<file path="src/rtl/pf_pkg.sv">
`default_nettype none

package pf_pkg;

   localparam int VALUE_PORT_BITS = 32;
   localparam int PRIME_BITS      = 32;
   localparam int EXP_BITS        = 5;
   localparam int STATUS_BITS     = 2;

   localparam logic [STATUS_BITS-1:0] STATUS_FACTOR = 2'd0;
   localparam logic [STATUS_BITS-1:0] STATUS_ONE    = 2'd1;
   localparam logic [STATUS_BITS-1:0] STATUS_ZERO   = 2'd2;

   typedef enum logic [2:0] {
      ST_IDLE,
      ST_SPECIAL,
      ST_TWOS,
      ST_CHECK,
      ST_DIV
   } state_type;

   typedef struct packed {
      logic [PRIME_BITS-1:0]  prime_factor;
      logic [EXP_BITS-1:0]    exponent;
      logic                   last;
      logic [STATUS_BITS-1:0] status;
   } result_type;

   typedef struct packed {
      logic busy;
      logic done;
   } div_stat_type;

endpackage

`default_nettype wire

</file>
<file path="src/rtl/pf_serial_div.sv">
`default_nettype none

module pf_serial_div #(
   parameter int WIDTH = 32
) (
   input  wire logic                 clock,
   input  wire logic                 reset,
   input  wire logic                 start,
   input  wire logic [WIDTH-1:0]     dividend,
   input  wire logic [WIDTH-1:0]     divisor,
   output logic [WIDTH-1:0]          quotient,
   output logic [WIDTH-1:0]          remainder,
   output pf_pkg::div_stat_type      stat
);

   localparam int CW = $clog2(WIDTH + 1);

   logic [WIDTH-1:0] quo_ff;
   logic [WIDTH-1:0] quo_in;
   logic [WIDTH-1:0] part_ff;
   logic [WIDTH-1:0] part_in;
   logic [CW-1:0]    cnt_ff;
   logic [CW-1:0]    cnt_in;
   logic             busy_ff;
   logic             busy_in;
   logic             done_ff;
   logic             done_in;
   logic [WIDTH:0]   trial;
   logic [WIDTH:0]   diff;
   logic             take;

   // one quotient bit per cycle, restoring
   assign trial = {part_ff, quo_ff[WIDTH-1]};
   assign diff  = trial - {1'b0, divisor};
   assign take  = trial >= {1'b0, divisor};

   always_comb begin
      quo_in  = quo_ff;
      part_in = part_ff;
      cnt_in  = cnt_ff;
      busy_in = busy_ff;
      done_in = done_ff;
      if (start) begin
         quo_in  = dividend;
         part_in = '0;
         cnt_in  = CW'(WIDTH);
         busy_in = 1'b1;
         done_in = 1'b0;
      end else if (busy_ff) begin
         quo_in  = {quo_ff[WIDTH-2:0], take};
         part_in = take ? diff[WIDTH-1:0] : trial[WIDTH-1:0];
         cnt_in  = cnt_ff - CW'(1);
         if (cnt_ff == CW'(1)) begin
            busy_in = 1'b0;
            done_in = 1'b1;
         end
      end
   end

   always_ff @(posedge clock) begin
      quo_ff  <= quo_in;
      part_ff <= part_in;
      if (reset) begin
         cnt_ff  <= '0;
         busy_ff <= 1'b0;
         done_ff <= 1'b0;
      end else begin
         cnt_ff  <= cnt_in;
         busy_ff <= busy_in;
         done_ff <= done_in;
      end
   end

   assign quotient  = quo_ff;
   assign remainder = part_ff;
   assign stat.busy = busy_ff;
   assign stat.done = done_ff;

   a_busy_not_done: assert property (@(posedge clock) disable iff (reset)
      busy_ff |-> !done_ff)
      else $error("divider busy and done together");

   a_busy_count: assert property (@(posedge clock) disable iff (reset)
      busy_ff |-> cnt_ff != '0)
      else $error("divider busy with zero count");

   a_finish: assert property (@(posedge clock) disable iff (reset)
      busy_ff && cnt_ff == CW'(1) && !start |=> done_ff && !busy_ff)
      else $error("divider did not finish on last bit");

endmodule

`default_nettype wire

</file>
<file path="src/rtl/prime_factorization_core.sv">
`default_nettype none

// Trial-division factorizer. One request is taken at a time while the core is
// idle; it returns one response per distinct prime in ascending order, the
// final one flagged by rsp_last. Zero gives a single response with status 2,
// one a single response with status 1. Factors of two are stripped at one bit
// per cycle; every odd trial divisor then costs one bound check plus, for each
// division, a pass through the bit-serial divider (VALUE_BITS wide, capped at
// 32), and the divider is the pace-setter: a 32-bit prime input needs about
// 32768 divisors, while small or smooth values finish much sooner. Only the
// low VALUE_BITS bits of req_value are factored. A response still waiting in
// the output register stalls the search once the next response is ready.
module prime_factorization_core #(
   parameter int VALUE_BITS = 32
) (
   input  wire logic                               clock,
   input  wire logic                               reset,
   input  wire logic                               req_valid,
   output logic                                    req_ready,
   input  wire logic [pf_pkg::VALUE_PORT_BITS-1:0] req_value,
   output logic                                    rsp_valid,
   input  wire logic                               rsp_ready,
   output logic [pf_pkg::PRIME_BITS-1:0]           rsp_prime_factor,
   output logic [pf_pkg::EXP_BITS-1:0]             rsp_exponent,
   output logic                                    rsp_last,
   output logic [pf_pkg::STATUS_BITS-1:0]          rsp_status
);

   localparam int DW = (VALUE_BITS < pf_pkg::VALUE_PORT_BITS) ?
                       VALUE_BITS : pf_pkg::VALUE_PORT_BITS;

   pf_pkg::state_type    state_ff;
   pf_pkg::state_type    state_in;
   logic [DW-1:0]        rem_ff;
   logic [DW-1:0]        rem_in;
   logic [DW-1:0]        d_ff;
   logic [DW-1:0]        d_in;
   logic [DW:0]          sq_ff;
   logic [DW:0]          sq_in;
   logic [pf_pkg::EXP_BITS-1:0] exp_ff;
   logic [pf_pkg::EXP_BITS-1:0] exp_in;
   pf_pkg::result_type   out_ff;
   logic                 out_valid_ff;
   pf_pkg::result_type   res;
   logic                 emit;
   logic                 slot_free;
   logic                 advance;
   logic                 div_start;
   logic [DW-1:0]        div_dividend;
   logic [DW-1:0]        div_quo;
   logic [DW-1:0]        div_rem;
   pf_pkg::div_stat_type div_stat;
   logic [DW-1:0]        value_in;
   logic                 in_bound;

   assign value_in  = req_value[DW-1:0];
   assign in_bound  = sq_ff <= {1'b0, rem_ff};
   assign slot_free = !out_valid_ff || rsp_ready;
   assign advance   = !emit || slot_free;

   pf_serial_div #(
      .WIDTH(DW)
   ) u_div (
      .clock     (clock),
      .reset     (reset),
      .start     (div_start && advance),
      .dividend  (div_dividend),
      .divisor   (d_ff),
      .quotient  (div_quo),
      .remainder (div_rem),
      .stat      (div_stat)
   );

   always_comb begin
      state_in = state_ff;
      unique case (state_ff)
         pf_pkg::ST_IDLE: begin
            if (req_valid) begin
               state_in = (value_in <= DW'(1)) ? pf_pkg::ST_SPECIAL : pf_pkg::ST_TWOS;
            end
         end
         pf_pkg::ST_SPECIAL: begin
            state_in = pf_pkg::ST_IDLE;
         end
         pf_pkg::ST_TWOS: begin
            if (rem_ff[0]) begin
               state_in = pf_pkg::ST_CHECK;
            end
         end
         pf_pkg::ST_CHECK: begin
            state_in = in_bound ? pf_pkg::ST_DIV : pf_pkg::ST_IDLE;
         end
         pf_pkg::ST_DIV: begin
            if (div_stat.done && div_rem != '0) begin
               state_in = pf_pkg::ST_CHECK;
            end
         end
         default: begin
            state_in = pf_pkg::ST_IDLE;
         end
      endcase
   end

   always_comb begin
      rem_in       = rem_ff;
      d_in         = d_ff;
      sq_in        = sq_ff;
      exp_in       = exp_ff;
      div_start    = 1'b0;
      div_dividend = rem_ff;
      emit         = 1'b0;
      res          = '0;
      unique case (state_ff)
         pf_pkg::ST_IDLE: begin
            if (req_valid) begin
               rem_in = value_in;
               exp_in = '0;
            end
         end
         pf_pkg::ST_SPECIAL: begin
            emit       = 1'b1;
            res.last   = 1'b1;
            res.status = rem_ff[0] ? pf_pkg::STATUS_ONE : pf_pkg::STATUS_ZERO;
         end
         pf_pkg::ST_TWOS: begin
            if (!rem_ff[0]) begin
               rem_in = rem_ff >> 1;
               exp_in = exp_ff + pf_pkg::EXP_BITS'(1);
            end else begin
               emit             = exp_ff != '0;
               res.prime_factor = pf_pkg::PRIME_BITS'(2);
               res.exponent     = exp_ff;
               res.last         = rem_ff == DW'(1);
               res.status       = pf_pkg::STATUS_FACTOR;
               d_in             = DW'(3);
               sq_in            = (DW + 1)'(9);
               exp_in           = '0;
            end
         end
         pf_pkg::ST_CHECK: begin
            if (in_bound) begin
               div_start = 1'b1;
            end else begin
               // leftover cofactor is itself prime
               emit             = rem_ff > DW'(1);
               res.prime_factor = pf_pkg::PRIME_BITS'(rem_ff);
               res.exponent     = pf_pkg::EXP_BITS'(1);
               res.last         = 1'b1;
               res.status       = pf_pkg::STATUS_FACTOR;
            end
         end
         pf_pkg::ST_DIV: begin
            if (div_stat.done) begin
               if (div_rem == '0) begin
                  rem_in       = div_quo;
                  exp_in       = exp_ff + pf_pkg::EXP_BITS'(1);
                  div_dividend = div_quo;
                  div_start    = 1'b1;
               end else begin
                  emit             = exp_ff != '0;
                  res.prime_factor = pf_pkg::PRIME_BITS'(d_ff);
                  res.exponent     = exp_ff;
                  res.last         = rem_ff == DW'(1);
                  res.status       = pf_pkg::STATUS_FACTOR;
                  d_in             = d_ff + DW'(2);
                  // (d + 2)^2 = d^2 + 4d + 4
                  sq_in            = sq_ff + (DW + 1)'({d_ff, 2'b00}) + (DW + 1)'(4);
                  exp_in           = '0;
               end
            end
         end
         default: begin
            rem_in = rem_ff;
         end
      endcase
   end

   always_ff @(posedge clock) begin
      if (reset) begin
         state_ff     <= pf_pkg::ST_IDLE;
         rem_ff       <= '0;
         d_ff         <= '0;
         sq_ff        <= '0;
         exp_ff       <= '0;
         out_valid_ff <= 1'b0;
      end else begin
         if (advance) begin
            state_ff <= state_in;
            rem_ff   <= rem_in;
            d_ff     <= d_in;
            sq_ff    <= sq_in;
            exp_ff   <= exp_in;
         end
         if (emit && slot_free) begin
            out_valid_ff <= 1'b1;
         end else if (rsp_ready) begin
            out_valid_ff <= 1'b0;
         end
      end
   end

   always_ff @(posedge clock) begin
      if (emit && slot_free) begin
         out_ff <= res;
      end
   end

   assign req_ready        = state_ff == pf_pkg::ST_IDLE;
   assign rsp_valid        = out_valid_ff;
   assign rsp_prime_factor = out_ff.prime_factor;
   assign rsp_exponent     = out_ff.exponent;
   assign rsp_last         = out_ff.last;
   assign rsp_status       = out_ff.status;

   a_special_fields: assert property (@(posedge clock) disable iff (reset)
      rsp_valid && rsp_status != pf_pkg::STATUS_FACTOR |->
         rsp_last && rsp_prime_factor == '0 && rsp_exponent == '0)
      else $error("special response carries factor data");

   a_factor_exp: assert property (@(posedge clock) disable iff (reset)
      rsp_valid && rsp_status == pf_pkg::STATUS_FACTOR |-> rsp_exponent != '0)
      else $error("factor response with zero exponent");

   a_odd_divisor: assert property (@(posedge clock) disable iff (reset)
      state_ff == pf_pkg::ST_CHECK || state_ff == pf_pkg::ST_DIV |-> d_ff[0])
      else $error("trial divisor is even");

   a_idle_div: assert property (@(posedge clock) disable iff (reset)
      req_ready |-> !div_stat.busy)
      else $error("divider running while idle");

endmodule

`default_nettype wire
</file>
<file path="config.mk">
export PLATFORM = sky130hd
export DESIGN_NAME = prime_factorization_core
export DESIGN_NICKNAME = d
export VERILOG_FILES = /design/src/rtl/pf_pkg.sv /design/src/rtl/pf_serial_div.sv /design/src/rtl/prime_factorization_core.sv
export SDC_FILE = /design/constraint.sdc
export NUM_CORES = 1
export LEC_CHECK = 0
export ABC_AREA = 1
export BUFFER_PORTS_ARGS = -buffer_cell sky130_fd_sc_hd__buf_4
export CAP_MARGIN = 10
export CORE_UTILIZATION = 45
export CTS_BUF_LIST = sky130_fd_sc_hd__clkbuf_8 sky130_fd_sc_hd__clkbuf_16
export CTS_CLUSTER_DIAMETER = 50
export CTS_CLUSTER_SIZE = 20
export DETAILED_ROUTE_END_ITERATION = 10
export RECOVER_POWER = 50
export SYNTH_ARGS = -nofsm -noshare
export SYNTH_HDL_FRONTEND = slang
export SYNTH_SLANG_ARGS = --single-unit
</file>
<file path="constraint.sdc">
create_clock -name clock -period 10.6 [get_ports clock]
set_input_delay 1.06 -clock clock [delete_from_list [all_inputs] [get_ports clock]]
set_output_delay 1.06 -clock clock [all_outputs]
set_load 0.02 [all_outputs]
</file>
### After elaboration in Yosys (flattened, before gate mapping)

Cells that the tools add are included.

* register bits after elaboration: 218
* bits in latches: 0
* bits in writable memories: 0
* ROM bits: 0
* input port bits: 36
* output and inout bits: 42
* word-level logic and storage cells: 112
* memories: 0

* add/sub/neg operators: 6
* $mul: 0
* div/mod/pow operators: 0
* magnitude comparators: 4
* eq/ne operators: 12
* shifts and indexed selects: 0
* multiplexer cells: 51
* bitwise gates (word level): 0
* reduce and logical (&&, ||, !) cells: 22

Operators by type and width (count)
* 32-bit two-way mux: 11
* 40-bit two-way mux: 3
* 37-bit case mux with 3 select lines: 1
* 33-bit two-way mux: 3
* 32-bit case mux with 3 select lines: 1
* 33-bit case mux with 2 select lines: 1
* 32-bit case mux with 2 select lines: 1
* 33-bit by 3-bit adder with 33-bit output, second input constant: 1
* 33-bit adder: 1
* 33-bit by 32-bit greater-or-equal comparator with 1-bit output: 1
* 33-bit by 32-bit less-or-equal comparator with 1-bit output: 1
* 32-bit by 2-bit adder with 32-bit output, second input constant: 1
* 32-bit by 1-bit equality test with 1-bit output, second input constant: 1
* 32-bit by 1-bit greater-than comparator with 1-bit output, second input constant: 1
* 32-bit by 1-bit less-or-equal comparator with 1-bit output, second input constant: 1
* 32-bit logical NOT: 1
* 32-bit nonzero test: 1
* 32-bit subtractor: 1
* 3-bit case mux with 4 select lines: 2
* 5-bit two-way mux: 4
* 5-bit case mux with 3 select lines: 1
* 1-bit two-way mux: 12
* 3-bit two-way mux: 4
* 6-bit two-way mux: 2
* other kinds (24): 38

### Depth between registers and ports, before layout

* word-level depth: 8
* gate-level depth with buffers: 19
* depth with buffers taken out: 18

### Modules after synthesis

From an unflattened synthesis, not the netlist that was laid out.

* cells, all modules: 2683
* area, all modules: 17105.2 µm²

Modules (own cells, without submodules)
* prime_factorization_core: times used 1, cells an instance 1750, area an instance 11354.6 µm²
* pf_serial_div: times used 1, cells an instance 933, area an instance 5750.5 µm²

### Worst setup path after synthesis

Ideal clock, no wire load.

* kind: reg2reg
* from: register rem_ff[28]
* to: register out_ff (netlist bit rsp_exponent[0]) (enable)
* setup time: 451 ps
* arrival time: 3372 ps
* slack: 6778 ps
* stages on the path, launching flop included: 13
* buffers on the path: 0
* cells stage by stage: dfxtp_1 > inv_1 > ha_1 > nand2_1 > nor2_1 > nand3_1 > nor2_1 > nand2_1 > nand2_1 > nor2_1 > nand2_1 > nand4_1 > a21oi_1

* word-level cells in the longest chain between the ends: 4

Ends and longest elaborated chain
* start, declared: RTL line prime_factorization_core.sv:34 `logic [DW-1:0] rem_ff;`
* start signal, assigned: RTL line prime_factorization_core.sv:189 `rem_ff <= rem_in;`
* 33-bit by 32-bit less-or-equal comparator with 1-bit output / 32-bit by 1-bit greater-than comparator with 1-bit output (equally long branches): RTL line prime_factorization_core.sv:57, prime_factorization_core.sv:145
* 1-bit two-way mux *: RTL line prime_factorization_core.sv:141 `if (in_bound) begin`
* 1-bit case mux with 4 select lines *: RTL line prime_factorization_core.sv:113 `unique case (state_ff)`
* 1-bit logical AND *: RTL line prime_factorization_core.sv:203 `if (emit && slot_free) begin`
* end signal, assigned: RTL line prime_factorization_core.sv:204 `out_ff <= res;`
* end, declared: RTL line prime_factorization_core.sv:42 `pf_pkg::result_type out_ff;`

Every way passes the cells marked *; elsewhere a longest branch is shown, timed or not.
A chain may end at the register's enable or synchronous reset.

### Final worst setup path

* from: register state_ff[0]
* to: register d_ff[22]

* word-level cells in the longest chain between the ends: 5

Ends and longest elaborated chain
* start, declared: RTL line prime_factorization_core.sv:32 `pf_pkg::state_type state_ff;`
* start signal, assigned: RTL line prime_factorization_core.sv:180 `state_ff <= pf_pkg::ST_IDLE;`
* start signal, assigned: RTL line prime_factorization_core.sv:188 `state_ff <= state_in;`
* 3-bit equality test (tied with other cells): RTL line prime_factorization_core.sv:113
* 1-bit case mux with 4 select lines: RTL line prime_factorization_core.sv:113
* 1-bit logical NOT: RTL line prime_factorization_core.sv:59 `assign advance = !emit || slot_free;`
* 1-bit logical OR: RTL line prime_factorization_core.sv:59
* 5-bit AND reduction (no source line)
* end signal, assigned: RTL line prime_factorization_core.sv:190 `d_ff <= d_in;`
* end, declared: RTL line prime_factorization_core.sv:36 `logic [DW-1:0] d_ff;`

Parallel ways exist; a longest one is shown, timed or not.

==> metrics.txt <==
synth warn 0; Gates resized, CTS repair 0; Startpoint Class register; Mean Syn Cell Area 6.76 um^2; share of cells above drive strength 1 under 10%; Flop pwr share 24.2%; Row Count 68; WL final 56000 um; Slew @ Worst Pin 2920 ps; RSZ-0062 raised after global routing false; WP data required 10950 ps; area of the multi-input gates 9670 um^2; WHS 481 ps; pwr dens 275 nW/um^2; Crit Path Category register to register; commonest non-fill, non-tap cells in the layout 581 x nand2_1, 319 x nor2_1, 231 x inv_1; postcts setup bufs 0; Die W 191 um; First DRT Iteration DRCs 1649; setup_tns 0 ps; Worst-Skew Late Latency between 500 and 600 ps; initial antenna violation count 1; CP Capture Type register; Post-Layout Cell Count between 2000 and 3000; worst vdd ir ~220 uV; count of input and output buffers 77; Area growth, synth to finish 11.7%; final worst slack 3390 ps; cell taking the most area after synthesis dfxtp_1; Core Region 34900 um^2; buffer depth of the longest clock path 3; library cells used by synthesis between 40 and 50; Place WS 5550 ps; crit path max-delay cell type nand2_1; Tcrit/Tclk final roughly two thirds; Die Area 36500 um^2; clock-pin slew of the registers on the worst-case setup and hold paths roughly 60 ps; WL per Instance 19.3 um; Final Setup Violations 0; Post-synth EDFFs 72; clock network power share 24.4%; status complete, but fails checks; DP Cell Count 2832; CTS Hold Bufs 0; post-layout util 51.5%; switching power total 2.35 mW; max frequency 139 MHz; Syn Nets roughly 2500; min cycle time layout 7210 ps; synthesized area 16100 um^2; GRT Residual Overflow 0; CTS tree yes; share of the synthesized area in the top cell type 18.1%; number of global-route vias before repair 15600; worst hold path class register to register; violated checks capacitance limit, slew limit; Reg area 5060 um^2; CTS Sinks 217; commonest non-fill, non-tap cell in the layout nand2_1; CP arrival 7560 ps; CTS buffer count 34; Total GRT Usage between 30% and 40%; max incr delay on CP 1730 ps; io pins between 70 and 80; die height approximately 190 um; Final Hold Vio Count 0; MaxCap Viol Count 4; nets 2578; DR pass1 iterations 7; initial core utilization 46.1%; Vias 16600; internal power 2.59 mW; Final Slew Violations 196; async set or reset register ratio after synthesis 0%; DRC viols 0; Vias/cell 5.73; gpl congestion around 0.95; Pleak 7.77 nW; relative slew slack -94.6%; Syn Inst Count 2380; power share of the combinational group between 50 and 60%; Synth area leaders dfxtp_1 18%, nand2_1 14%, edfxtp_1 13%; H-Tree Depth 2; Sw Share 47.5%; sequential-to-total area share from yosys stat between 30% and 40%; post-route ant nets 0; Root Buffer clkbuf_16; Post-DP HPWL 41200 um; worst path cell trace nor2_1, clkinv_1, nor2_1, inv_4, nor2_1, nand2_1, nand2_1, a21oi_1, nand2_2, nand2_4, buf_4, nand2_2, buf_4, nand2_1, a21oi_1; Setup Skew 41.1 ps; worst-path fanout max 64; maximum number of pins on one net before global-route repair 68; diode count 0; global-route wire length before repair ~87000 um; filler instances 3590; Yosys reg bits approximately 220; top_reg_cell synth dfxtp_1
## flip-flops by register name, indices dropped and copies added (netlist names)
register	count
d_ff	32
exp_ff	5
rem_ff	32
rsp_exponent	5
rsp_last	1
rsp_prime_factor	32
rsp_status	2
rsp_valid	1
sq_ff	32
state_ff	3
u_div.busy_ff	1
u_div.cnt_ff	6
u_div.done_ff	1
u_div.quotient	32
u_div.remainder	32
## synth_stat cells, types with 2 or more instances
cell type,instances
nand2_1,582
nor2_1,321
inv_1,229
a21oi_1,194
dfxtp_1,145
nand3_1,139
ha_1,127
o21ai_0,94
edfxtp_1,72
nand4_1,59
clkbuf_1,49
xor2_1,41
a31oi_1,40
nor3_1,35
o22ai_1,33
o211ai_1,30
xnor2_1,28
buf_2,25
inv_2,18
nor4_1,16
o21bai_1,16
a21o_1,13
buf_1,11
nand3b_1,9
o21ai_1,8
a21boi_0,7
buf_4,6
nor3b_1,4
a211oi_1,3
nand2_2,3
nor2_2,3
and2_1,2
clkinv_1,2
fa_1,2
nand2_4,2
o21a_1,2
## path summary, 6_finish.rpt
| check | end | startpoint | cells after the start | slack, ps |
|---|---|---|---|---|
| setup / recovery | d_ff[22] | state_ff[0] | 15 | 3390 |
| hold / removal | u_div.remainder[31] | u_div.remainder[31] | 2 | 480 |
| setup reg to reg | d_ff[22] | state_ff[0] | 15 | 3390 |
| hold reg to reg | u_div.remainder[31] | u_div.remainder[31] | 2 | 480 |
## worst max-delay path: cells and delay by family (launching register included)
family                 cells  cell delay [ps]
AOI/OAI and AO/OA          2              820
buffers and inverters      4             1760
DFF                        1              380
and+or+nand+nor            9             3990
## routing by layer
layer	track usage, %	up-vias	part of all wire (%)
met4	13.5	2	4.5
met5	0	-	0.023
li1	-	8073	-
met2	46.8	647	43
met1	42.7	7714	46
met3	4.63	147	7.3
## logic make-up after synthesis
| logic type | count (synthesis) | synth area share [%] |
|---|---|---|
| AND/OR/NAND/NOR | 1180 | 30.7 |
| flip-flops | 217 | 31.5 |
| XOR/XNOR | 69 | 3.76 |
| AO/OA/AOI/OAI | 444 | 15.6 |
| buffers and inverters | 341 | 8.34 |
| adder cells (fa/ha/maj) | 129 | 10.1 |
## metrics by stage
step	instance area [um^2]	total power [mW]
after floorplan	16100	3.05
after CTS	18200	4.95
after global routing	18000	5.27
after global placement	16900	3.72
after detailed placement	16900	3.73
final	18000	4.95
## layout make-up
class                   count  share of cell area, %
multi-input cells        1822                   53.8
flip-flops and latches    217                   28.2
inverters                 249                   5.22
clock buffers              36                   4.95
well taps                 455                   3.17
repair buffers             89                   2.78
clock inverters            26                   1.85
## power by group through the flow
stage	Combinational, mW	Clock, mW	Sequential (mW)
floorplan	1.82	0	1.23
global placement	2.52	0	1.20
detailed placement	2.52	0	1.21
CTS	2.54	1.22	1.19
global route	2.80	1.25	1.22
finish	2.54	1.21	1.20
Power figures use the tool's default switching activity.
